===== config.mk =====
export PLATFORM = sky130hd
export DESIGN_NAME = raster_op_unit_top
export DESIGN_NICKNAME = d
export VERILOG_FILES = /design/src/rtl/rop_pkg.sv /design/src/rtl/raster_op_unit_top.sv
export SDC_FILE = /design/constraint.sdc
export NUM_CORES = 1
export LEC_CHECK = 0
export BUFFER_PORTS_ARGS = -buffer_cell sky130_fd_sc_hd__buf_2
export CAP_MARGIN = 20
export CORE_MARGIN = 1.5
export CORE_UTILIZATION = 33
export CTS_BUF_LIST = sky130_fd_sc_hd__clkbuf_4 sky130_fd_sc_hd__clkbuf_8
export CTS_CLUSTER_SIZE = 12
export DETAILED_ROUTE_END_ITERATION = 10
export PLACE_DENSITY_LB_ADDON = 0.2
export SLEW_MARGIN = 0
export SYNTH_ARGS = -nofsm -noshare
export SYNTH_HDL_FRONTEND = slang
export SYNTH_SLANG_ARGS = --single-unit

===== constraint.sdc =====
create_clock -name i_clk -period 2.6 [get_ports i_clk]
set_input_delay 0.26 -clock i_clk [delete_from_list [all_inputs] [get_ports i_clk]]
set_output_delay 0.26 -clock i_clk [all_outputs]
set_load 0.005 [all_outputs]

===== src/rtl/rop_pkg.sv =====
package rop_pkg;

    // Operation kinds held in the rop_type register.
    typedef enum logic [1:0] {
        ROP_ROP2_PAT = 2'd0,
        ROP_ROP2_SRC = 2'd1,
        ROP_ROP3     = 2'd2,
        ROP_ROP4     = 2'd3
    } t_rop_type;

    // Configuration port geometry and register indexes.
    localparam int CFG_IDX_BITS  = 3;
    localparam int CFG_DATA_BITS = 8;

    localparam logic [CFG_IDX_BITS-1:0] CFG_ROP_TYPE    = 3'd0;
    localparam logic [CFG_IDX_BITS-1:0] CFG_FG_CODE     = 3'd1;
    localparam logic [CFG_IDX_BITS-1:0] CFG_BG_CODE     = 3'd2;
    localparam logic [CFG_IDX_BITS-1:0] CFG_TRANSP_EN   = 3'd3;
    localparam logic [CFG_IDX_BITS-1:0] CFG_TRANSP_VAL  = 3'd4;

    // Reset values of the configuration registers.
    localparam t_rop_type  RST_ROP_TYPE = ROP_ROP3;
    localparam logic [7:0] RST_CODE     = 8'd204;

    // Index bit positions of the three operands in a truth-table lookup.
    localparam logic [1:0] IDX_BIT_DST  = 2'd0;
    localparam logic [1:0] IDX_BIT_MID  = 2'd1;
    localparam logic [1:0] IDX_BIT_HIGH = 2'd2;

    // True when flipping index bit 'which' changes some reachable table entry.
    function automatic logic rop_depends(input logic [7:0] code, input t_rop_type kind,
                                         input logic [1:0] which);
        logic       narrow;
        logic       dep;
        logic [2:0] j;
        narrow = (kind == ROP_ROP2_PAT) || (kind == ROP_ROP2_SRC);
        dep    = 1'b0;
        for (int i = 0; i < 8; i++) begin
            j = 3'(i) ^ (3'd1 << which);
            if ((!narrow || (i < 4)) && (code[i] != code[j])) begin
                dep = 1'b1;
            end
        end
        if (which == 2'd3 || (narrow && which == IDX_BIT_HIGH)) begin
            dep = 1'b0;
        end
        return dep;
    endfunction

endpackage


===== src/rtl/raster_op_unit_top.sv =====
// Raster-operation unit of a 2D blitter.
// Command channel: a transaction is taken at a rising edge with start high and
// busy low. busy is always low, so one pixel word can be started every cycle.
// Each transaction carries destination, source and pattern words, a mono-source
// flag and the mono bit. Every bit of the words indexes the foreground or
// background truth table to form result_word.
// Result channel: o_done is high for exactly one cycle with result_word,
// write_enable and the uses_source/pattern/destination flags. The result of a
// transaction passes through one input register and then one result register.
// Throughput is one transaction per cycle. The receiver cannot stall; every
// result must be taken in its cycle.
// Configuration: a write with i_cfg_we high updates register i_cfg_idx at once;
// unknown indexes are ignored. Write only while no transaction is in flight.
// Reset (synchronous, active low) restores the register defaults (ROP3, both
// codes 204, transparency off) and drops any transaction in flight.
module raster_op_unit_top
    import rop_pkg::*;
#(
    parameter int DATA_BITS = 32
) (
    input  logic                     i_clk,
    input  logic                     i_rst_n,
    input  logic                     start,
    output logic                     busy,
    input  logic [DATA_BITS-1:0]     i_dst_word,
    input  logic [DATA_BITS-1:0]     i_src_word,
    input  logic [DATA_BITS-1:0]     i_pat_word,
    input  logic                     i_source_is_mono,
    input  logic                     i_mono_bit,
    input  logic                     i_cfg_we,
    input  logic [CFG_IDX_BITS-1:0]  i_cfg_idx,
    input  logic [CFG_DATA_BITS-1:0] i_cfg_wdata,
    output logic                     o_done,
    output logic [DATA_BITS-1:0]     o_result_word,
    output logic                     o_write_enable,
    output logic                     o_uses_source,
    output logic                     o_uses_pattern,
    output logic                     o_uses_destination
);

    // Configuration registers.
    t_rop_type  r_rop_type;
    logic [7:0] r_fg_code;
    logic [7:0] r_bg_code;
    logic       r_transp_en;
    logic       r_transp_val;

    // Input register.
    logic                 r_in_valid;
    logic [DATA_BITS-1:0] r_dst;
    logic [DATA_BITS-1:0] r_src;
    logic [DATA_BITS-1:0] r_pat;
    logic                 r_is_mono;
    logic                 r_mono_bit;

    // Result register.
    logic                 r_done;
    logic [DATA_BITS-1:0] r_result;
    logic                 r_we;
    logic                 r_uses_src;
    logic                 r_uses_pat;
    logic                 r_uses_dst;

    logic                 n_we;
    logic                 n_use_fg;
    logic [7:0]           n_code;
    logic [DATA_BITS-1:0] n_result;
    logic                 n_uses_src;
    logic                 n_uses_pat;
    logic                 n_uses_dst;
    logic [1:0]           pat_bit_pos;

    assign busy = 1'b0;

    // Configuration writes; unknown indexes leave everything unchanged.
    always_ff @(posedge i_clk) begin
        if (!i_rst_n) begin
            r_rop_type   <= RST_ROP_TYPE;
            r_fg_code    <= RST_CODE;
            r_bg_code    <= RST_CODE;
            r_transp_en  <= 1'b0;
            r_transp_val <= 1'b0;
        end else if (i_cfg_we) begin
            case (i_cfg_idx)
                CFG_ROP_TYPE:   r_rop_type   <= t_rop_type'(i_cfg_wdata[1:0]);
                CFG_FG_CODE:    r_fg_code    <= i_cfg_wdata[7:0];
                CFG_BG_CODE:    r_bg_code    <= i_cfg_wdata[7:0];
                CFG_TRANSP_EN:  r_transp_en  <= i_cfg_wdata[0];
                CFG_TRANSP_VAL: r_transp_val <= i_cfg_wdata[0];
                default: ;
            endcase
        end
    end

    // Capture an accepted transaction.
    always_ff @(posedge i_clk) begin
        if (!i_rst_n) begin
            r_in_valid <= 1'b0;
        end else begin
            r_in_valid <= start && !busy;
        end
    end

    always_ff @(posedge i_clk) begin
        if (start && !busy) begin
            r_dst      <= i_dst_word;
            r_src      <= i_src_word;
            r_pat      <= i_pat_word;
            r_is_mono  <= i_source_is_mono;
            r_mono_bit <= i_mono_bit;
        end
    end

    // Table choice and write enable from the mono controls.
    always_comb begin
        n_use_fg = !r_is_mono || r_transp_en || r_mono_bit;
        n_we     = !(r_is_mono && r_transp_en && (r_mono_bit == r_transp_val));
        n_code   = n_use_fg ? r_fg_code : r_bg_code;
    end

    // Per-bit truth-table lookup.
    always_comb begin
        for (int b = 0; b < DATA_BITS; b++) begin
            case (r_rop_type)
                ROP_ROP2_PAT: n_result[b] = n_code[{1'b0, r_pat[b], r_dst[b]}];
                ROP_ROP2_SRC: n_result[b] = n_code[{1'b0, r_src[b], r_dst[b]}];
                default:      n_result[b] = n_code[{r_pat[b], r_src[b], r_dst[b]}];
            endcase
        end
    end

    // Operand dependency flags; the background table counts only for ROP4.
    always_comb begin
        pat_bit_pos = (r_rop_type == ROP_ROP2_PAT) ? IDX_BIT_MID : IDX_BIT_HIGH;
        n_uses_src  = (r_rop_type != ROP_ROP2_PAT) &&
                      (rop_depends(r_fg_code, r_rop_type, IDX_BIT_MID) ||
                       ((r_rop_type == ROP_ROP4) &&
                        rop_depends(r_bg_code, r_rop_type, IDX_BIT_MID)));
        n_uses_pat  = (r_rop_type != ROP_ROP2_SRC) &&
                      (rop_depends(r_fg_code, r_rop_type, pat_bit_pos) ||
                       ((r_rop_type == ROP_ROP4) &&
                        rop_depends(r_bg_code, r_rop_type, pat_bit_pos)));
        n_uses_dst  = rop_depends(r_fg_code, r_rop_type, IDX_BIT_DST) ||
                      ((r_rop_type == ROP_ROP4) &&
                       rop_depends(r_bg_code, r_rop_type, IDX_BIT_DST));
    end

    // Result register.
    always_ff @(posedge i_clk) begin
        if (!i_rst_n) begin
            r_done <= 1'b0;
        end else begin
            r_done <= r_in_valid;
        end
    end

    always_ff @(posedge i_clk) begin
        if (r_in_valid) begin
            r_result   <= n_result;
            r_we       <= n_we;
            r_uses_src <= n_uses_src;
            r_uses_pat <= n_uses_pat;
            r_uses_dst <= n_uses_dst;
        end
    end

    assign o_done             = r_done;
    assign o_result_word      = r_result;
    assign o_write_enable     = r_we;
    assign o_uses_source      = r_uses_src;
    assign o_uses_pattern     = r_uses_pat;
    assign o_uses_destination = r_uses_dst;

endmodule


# Word-level counts from Yosys, hierarchy flattened
# Index checks and enable logic that the tools add are counted.
[word_totals] latch_bits=0 mem_count=0 mem_bits_rw=0 romBits=0 out_inout_bits=38 regBits=156 input_bits=113 word_cells=545
[classes] mux=308 bitwise_logic=7 addsub=0 eq_ne=58 mul=0 div_mod_pow=0 reduce_logical=50 shift=1 order_cmp=104
[ops] operator="< comparator 2 x 4 -> 1 bit (second input constant)" n=64
[ops] operator="2-to-1 mux 1 bit" n=162
[ops] operator="< comparator 3 x 4 -> 1 bit (second input constant)" n=40
[ops] operator="binary-select mux 1 bit (select 3 bit)" n=48
[ops] operator="binary-select mux 1 bit (select 2 bit)" n=64
[ops] operator="case mux 1 bit (2 select lines)" n=32
[ops] operator="inequality test 1 bit" n=48
[ops] operator="logical AND 1 bit" n=32
[ops] operator="AND reduction 2 bit" n=5
[ops] operator="2-to-1 mux 8 bit" n=1
[ops] operator="logical OR 1 bit" n=7
[ops] operator="equality test 2 bit (second input constant)" n=3
[ops] operator="equality test 3 x 2 -> 1 bit (second input constant)" n=2
[ops] operator="inverter 2 bit" n=3
[ops] operator="equality test 3 x 1 -> 1 bit (second input constant)" n=1
[ops] operator="equality test 3 bit (second input constant)" n=1
[ops] operator="logical NOT 1 bit" n=3
[ops] operator="logical NOT 3 bit" n=1
[ops] operator="inverter 1 bit" n=3
[ops] operator="inverter 3 bit" n=1
[ops] operator="<< shifter 1 x 2 -> 3 bit (first input constant)" n=1
[ops] operator="equality test 2 x 1 -> 1 bit (second input constant)" n=1
[ops] operator="logical NOT 2 bit" n=1
[ops] operator="2-to-1 mux 2 bit" n=1
[ops] operator="3 further kinds" n=3

# Longest topological paths before layout
# Gate-level depths: netlist (run 1).
[logic_depth] word_depth=18 mapped_depth=10 ltp_nobuf=6

# Least setup slack after synthesis (run 1)
# Ideal clock, no wire load.
[synth_timing] kind="reg-to-reg" start="register r_mono_bit" end="register r_result[11], in the netlist o_result_word[11], data pin" required_ns=2.346 path_stages_with_launch=9 setup_time_ns=0.254 slack_ns=0.102 path_buffers=2 arrival_time_ns=2.244 path_cell_list="edfxtp_1 -> or3b_1 -> buf_6 -> mux2_4 -> buf_6 -> mux4_2 -> a32oi_1 -> o22ai_1 -> a21o_1"
[synth_between] elab_chain_len=5 elab_cells_between_ends=9 classes_between="mux: 8; reduce/logical: 1"
[synth_rtl] item="from (decl)" line="raster_op_unit_top.sv:54" source="logic r_mono_bit;"
[synth_rtl] item="from (signal assigned)" line="raster_op_unit_top.sv:110" source="r_mono_bit <= i_mono_bit;"
[synth_rtl] item="logical OR 1 bit (*)" line="raster_op_unit_top.sv:116" source="n_use_fg = !r_is_mono || r_transp_en || r_mono_bit;"
[synth_rtl] item="2-to-1 mux 8 bit (*)" line="raster_op_unit_top.sv:118" source="n_code = n_use_fg ? r_fg_code : r_bg_code;"
[synth_rtl] item="binary-select mux 1 bit (select 3 bit), or another cell as far along" line="raster_op_unit_top.sv:127" source="default: n_result[b] = n_code[{r_pat[b], r_src[b], r_dst[b]}];"
[synth_rtl] item="2-to-1 mux 1 bit (on tied branches)" line="raster_op_unit_top.sv:127, raster_op_unit_top.sv:125, raster_op_unit_top.sv:126"
[synth_rtl] item="case mux 1 bit (2 select lines) (*)" line="raster_op_unit_top.sv:124" source="case (r_rop_type)"
[synth_rtl] item="net n_result[11]" line="raster_op_unit_top.sv:67" source="logic [DATA_BITS-1:0] n_result;"
[synth_rtl] item="to (signal assigned)" line="raster_op_unit_top.sv:159" source="r_result <= n_result;"
[synth_rtl] item="to (decl)" line="raster_op_unit_top.sv:58" source="logic [DATA_BITS-1:0] r_result;"
# Mark *: on every way through the listed nets, which the timed path passes. The rest lies on a longest branch. The select of a mux whose other input is x is not followed.
# A chain may end at the register's enable or synchronous reset.

# Final worst setup path (run 1)
[layout_timing] start="register r_mono_bit" end="register r_result[18], in the netlist o_result_word[18], data pin"
# The elaborated chain is that of the path after synthesis.

==> impl_metrics.ini, run 1 <==
[setup_path]
cp_num_cells = 7
endpoint_kind = register
crit_chain = or3b_4 > buf_4 > a2111oi_0 > o31ai_1 > a32oi_1 > o22ai_1 > a21o_1
path_class = reg2reg
reg2reg_depth = 7
cp_max_fo = 19
required_ns = 2.83
cp_slowest_cell = edfxtp_1
critPathBufInv = 1
critPathTopFamily = compound AO/OA/AOI/OAI gates
max_stage_delay_ns = 0.45
crit_path_start_kind = register
critical_path_arrival_ns = 2.77

[global_routing]
overflow = 0
antenna_found_initial = 0
grt_max_degree = 47
grt_pass1_vias = 7133
grt_usage = 0.1911
grt_pass1_wl_um = 41120

[timing]
rsz0062_at_grt = true
fin_crit_sh = 0.9784
layout_setup_ws_ns = 0.05618
period_needed_ns = 2.544
fin_skew_ns = 0.02144
worst_pin_slew_ns = 0.6269
clock.fmax_ghz = 0.3931
slew_viol_final = 0
hold_viol = 0
finalSetupViolCount = 0
relSlewSlack = 0.5821
finalSetupTns_ns = 0

[synthesis]
syn-instance-count = 724
syn_area_per_cell_sq_um = 12.65
synth_fp_nets = 837
yosysSeqAreaShare = 0.4876
syn_area_sq_mm = 0.009155
yosys_warnings = 0
synth-seq-cells = 156
ys_types = 40

[place]
placed_cell_area_sq_mm = 0.01053
portBuffers = 149
pre_cts_slack_ns = -0.09892
routabilityCongestion = 0.7915
hpwl_um = 17630

[cells_and_area]
area_delta_synth_final_pct = 31.94
layout-drive-gt1-share = 0.3512
layout.nets = 1068
final_common_cell = buf_2
fillers = 2532
most-common-layout-cells = 148 x buf_2, 134 x edfxtp_1, 100 x dlygate4sd3_1
diodes = 0
post-route-cell-area_sq_mm = 0.01208

[detailed_routing]
dr.first_iter.drc_count = 506
wl_met1_um = 12280
dr_wl_met3_um = 1606
ant_nets = 0
avgRoutedWirePerCell_um = 20.87
wl_um = 27960
route.detailed.drc = 0
wl_met2_um = 13610
viasPerCell = 5.513
top_layer = met4
vias = 7388
first_pass_iters = 5

[cts]
insertion_delay_ns = 0.47
tritoncts = yes
htreeDepth = 4
clockBufferDepth = 2
cts_root_buffer = clkbuf_8
clk_pin_slew_ns = 0.10
cts_buffers = 17
clock-sinks = 156

[pwr]
ir_drop_v = 0.0002642
leakage_nw = 4.391
power_density_mw_per_mm2 = 513.6

[floorplan]
dieArea_sq_mm = 0.02875
start_util = 0.3378
core-area_sq_mm = 0.02710
fp.dieH_um = 169.6
fp-row-count = 60
die_x_um = 169.6
io_pins = 151

[min_path]
min_path_type = in2reg
hold_depth = 3

[run]
drv_cap = 0

[outcome]
status = finished, final reports clean
Yosys cell counts, drive strengths merged:
cell type	n	area share
or3b	1	0.00096
inv	11	0.0045
nand3	13	0.0071
edfxtp	134	0.44
a31oi	10	0.0068
conb	1	0.00041
nand2	87	0.036
a32oi	10	0.0096
a21boi	8	0.0066
mux4	76	0.19
and4bb	3	0.0041
and3b	1	0.00096
or2	2	0.0014
nand3b	20	0.016
a41oi	2	0.0019
nor2b	4	0.0027
a21oi	15	0.0082
nand4	11	0.0075
o22ai	10	0.0068
xnor2	17	0.016
mux2	4	0.0066
buf	20	0.015
a32o	19	0.021
o41ai	1	0.00096
and2	3	0.0021
o31ai	11	0.0090
a21o	11	0.0090
o21ai	34	0.019
nor2	25	0.010
xor2	8	0.0077
dfxtp	22	0.048
a211oi	10	0.0082
mux2i	21	0.023
clkbuf	66	0.027
a2111oi	20	0.019
o211ai	13	0.011
sequential cells by signal, summed over array words and instances (netlist names), 2 cells and up:
signal and cells:
o_result_word 32, r_dst 32, r_pat 32, r_src 32, r_bg_code 8, r_fg_code 8
r_rop_type 2
cell type report:
class	instances	area [sq um]	area share
sequential	156	4467	0.3698
tap	372	465.4	0.03853
clock buffer	17	234.0	0.01937
inverter	11	41.29	0.003418
clock inverter	15	171.4	0.01419
timing repair buffer	295	2227	0.1844
multi-input combinational	474	4473	0.3703
kinds of logic (layout without fill, tap and decap cells):
family                 count (synthesis)  after routing  share of synthesized area
AO/OA/AOI/OAI                        174            174                     0.1363
multiplexers                         101            103                     0.2165
buffers and inverters                 97            338                    0.04619
flip-flops                           156            156                     0.4876
other                                  1              1                  0.0004096
XOR/XNOR                              25             25                    0.02392
AND/OR/NAND/NOR                      170            171                    0.08911
tightest hold or removal path, cell delays in order:
cell,delay (ns)
buf_2,0.10
nand2_1,0.05
nand3_1,0.07
stage by stage:
| stage | instances | util | total power [mW] | hold WS (ns) |
|---|---|---|---|---|
| after detailed placement | 1204 | 0.3884 | 4.205 | 0.4381 |
| after floorplan | 724 | - | 3.789 | 0.3589 |
| after global placement | 1204 | 0.3884 | 4.193 | 0.4370 |
| after global routing | 1340 | 0.4457 | 6.483 | 0.006664 |
| final | 1340 | 0.4457 | 6.203 | 0.03275 |
| after CTS | 1336 | 0.4404 | 6.225 | 0.003192 |
worst paths after layout:
check / startpoint / to / slack, ns
max: r_mono_bit / o_result_word[18] / 0.06
min: i_cfg_wdata[7] / r_bg_code[7] / 0.03
max reg2reg: r_mono_bit / o_result_word[18] / 0.06
min reg2reg: r_transp_val / r_transp_val / 0.55
per-layer routing:
metal / up-vias / GRT usage
met5: - / 0
met4: 0 / 0.05502
met3: 39 / 0.03265
met2: 302 / 0.3144
met1: 3681 / 0.2598
li1: 3366 / -
what timing repair did:
action,in CTS,in global routing
endpoints found under the setup margin,31,10
buffers inserted,0,1
pin swaps,0,3
hold buffers,100,0
cloned,0,3
gates resized for setup,3,31
endpoints found under the hold margin,101,0
report_power, final:
group / switching (mW) / internal, mW / leakage, nW
Sequential: 0.218 / 2.94 / 1.47
Clock: 1.09 / 0.808 / 0.201
Combinational: 0.485 / 0.669 / 2.72
Total: 1.79 / 4.41 / 4.39
Note: power is estimated with default switching activity, not from simulation.
==> inputs of run 2 (changes only) <==
--- a/config.mk
+++ b/config.mk
@@ -13,7 +13,7 @@
 export CTS_CLUSTER_SIZE = 12
 export DETAILED_ROUTE_END_ITERATION = 10
 export PLACE_DENSITY_LB_ADDON = 0.2
-export SLEW_MARGIN = 0
+export SLEW_MARGIN = 20
 export SYNTH_ARGS = -nofsm -noshare
 export SYNTH_HDL_FRONTEND = slang
 export SYNTH_SLANG_ARGS = --single-unit
==> constraint.sdc (replaced) <==
create_clock -name i_clk -period 2.66 [get_ports i_clk]
set_input_delay 0.266 -clock i_clk [delete_from_list [all_inputs] [get_ports i_clk]]
set_output_delay 0.266 -clock i_clk [all_outputs]
set_load 0.005 [all_outputs]
==> run 2 against run 1 <==
First-iteration DRC count up 1.6%. Sequential share of layout area up 0.48 points. Cell area down 1.3%. Sequential power down 2%.
==> impl_metrics.ini, run 2 (synthesis gave the netlist of run 1 again) <==
[place]
hpwl_um = 17760
routabilityCongestion = 0.7749
portBuffers = 149
dpl.cell_count = 1215

[detailed_routing]
wl_um = 26950
dr.first_iter.drc_count = 514
avgRoutedWirePerCell_um = 20.05
ant_nets = 0
viasPerCell = 5.403
route.detailed.drc = 0
vias = 7261
first_pass_iters = 5

[cells_and_area]
final_common_cell = buf_2
layout.nets = 1072
most-common-layout-cells = 148 x buf_2, 134 x edfxtp_1, 97 x dlygate4sd3_1
stdcell_count = 1344
diodes = 0
area_delta_synth_final_pct = 30.26
fillers = 2543
layout-drive-gt1-share = 0.3426
utilization = 0.4400

[cts]
clk_pin_slew_ns = 0.10
clockBufferDepth = 2
cts_buffers = 17
htreeDepth = 4
clock-sinks = 156
post_cts_buffers = 0
tritoncts = yes
cts_root_buffer = clkbuf_8
insertion_delay_ns = 0.45

[timing]
worst_pin_slew_ns = 0.6857
period_needed_ns = 2.540
relSlewSlack = 0.5338
slew_viol_final = 0
finalSetupViolCount = 0
clock.fmax_ghz = 0.3937
whs_ns = 0.03374
fin_skew_ns = 0.01590
hold_viol = 0
rsz0062_at_grt = false
fin_crit_sh = 0.9548

[setup_path]
ff2ff_setup_slack_ns = 0.12
r2r-end = o_result_word[25]
reg2reg_depth = 6
critical_path_arrival_ns = 2.74
crit_path_start_kind = register
r2r-start = r_mono_bit
cp_max_fo = 17
endpoint_kind = register
required_ns = 2.86
path_class = reg2reg

[floorplan]
die_x_um = 169.6
fp-row-count = 60
core-area_sq_mm = 0.02710
io_pins = 151
fp.dieH_um = 169.6
start_util = 0.3378
dieArea_sq_mm = 0.02875

[run]
drv_cap = 0

[pwr]
leakage_nw = 4.355
ir_drop_v = 0.0002898
power_density_mw_per_mm2 = 488.3

[min_path]
hold_depth = 1
hold_path_end = r_dst[26]
min_from = i_dst_word[26]
min_path_type = in2reg

[global_routing]
overflow = 0
antenna_found_initial = 0
grt_max_degree = 74
grt_usage = 0.1897
grt_pass1_wl_um = 41410
grt_pass1_vias = 7269

[outcome]
status = finished, final reports clean
run 2: cell types whose count changed in the layout (fill, tap and decap cells not counted), sizes merged:
cell	delta
buf	+10
bufinv	-1
clkinv	+3
clkinvlp	+1
dlygate4sd3	-3
inv	-3
mux2	-2
or3b	-1
run 2: worst max path at each step:
stage	slack, ns	cells past startpoint	to	from
detailed placement	-0.04	6	o_result_word[28]	r_mono_bit
floorplan	0.16	8	o_result_word[11]	r_mono_bit
global route	0.004	7	o_result_word[25]	r_mono_bit
CTS	0.11	6	o_result_word[25]	r_mono_bit
finish	0.12	6	o_result_word[25]	r_mono_bit
global placement	-0.005	6	o_result_word[28]	r_mono_bit
run 2: layout make-up:
type,instances,area [sq um],area share
multi-input cells,471,4359,0.3655
clock buffers,17,234.0,0.01962
well taps,372,465.4,0.03903
repair buffers,302,2243,0.1881
clock inverters,15,115.1,0.009653
flip-flops and latches,156,4467,0.3746
inverters,11,41.29,0.003462
run 2: where the power goes:
| part | switching, mW | internal, mW | total, mW |
|---|---|---|---|
| registers | 0.206 | 2.87 | 3.08 |
| logic | 0.456 | 0.642 | 1.10 |
| clock network | 0.990 | 0.660 | 1.65 |
| total | 1.65 | 4.17 | 5.82 |
run 2: timing repair:
item / 4_1_cts / 5_1_grt
gates resized for setup: 1 / 9
endpoints found under the setup margin: 14 / 6
pin swaps: 0 / 0
hold buffers: 96 / 1
hold endpoints to repair: 96 / 1
run 2: worst max-delay path, stage by stage (launching register included):
cell and delay (ns):
edfxtp_1 0.39, or3b_4 0.49, mux2_4 0.44, mux4_2 0.47, a32oi_1 0.21, o22ai_1 0.12
a21o_1 0.16
run 2: metal layers:
| metal | share of wire | routed length, um | track usage | vias up |
|---|---|---|---|---|
| li1 | - | - | - | 3356 |
| met1 | 0.44 | 11840 | 0.2467 | 3632 |
| met2 | 0.49 | 13250 | 0.3219 | 244 |
| met3 | 0.053 | 1417 | 0.03871 | 29 |
| met4 | 0.016 | 443 | 0.05079 | 0 |
| met5 | 0 | 0 | 0 | - |
run 2: per-stage QoR:
stage                     setup WS [ns]  cell area, sq um  power (mW)   TNS [ns]
final                            0.1201             11930       5.823          0
after global routing           0.003751             11930       6.094          0
after CTS                        0.1130             11900       5.885          0
after detailed placement       -0.03768             10580       4.108    -0.1646
after global placement        -0.005384             10580       4.109  -0.005384
after floorplan                  0.1623              9155       3.703          0
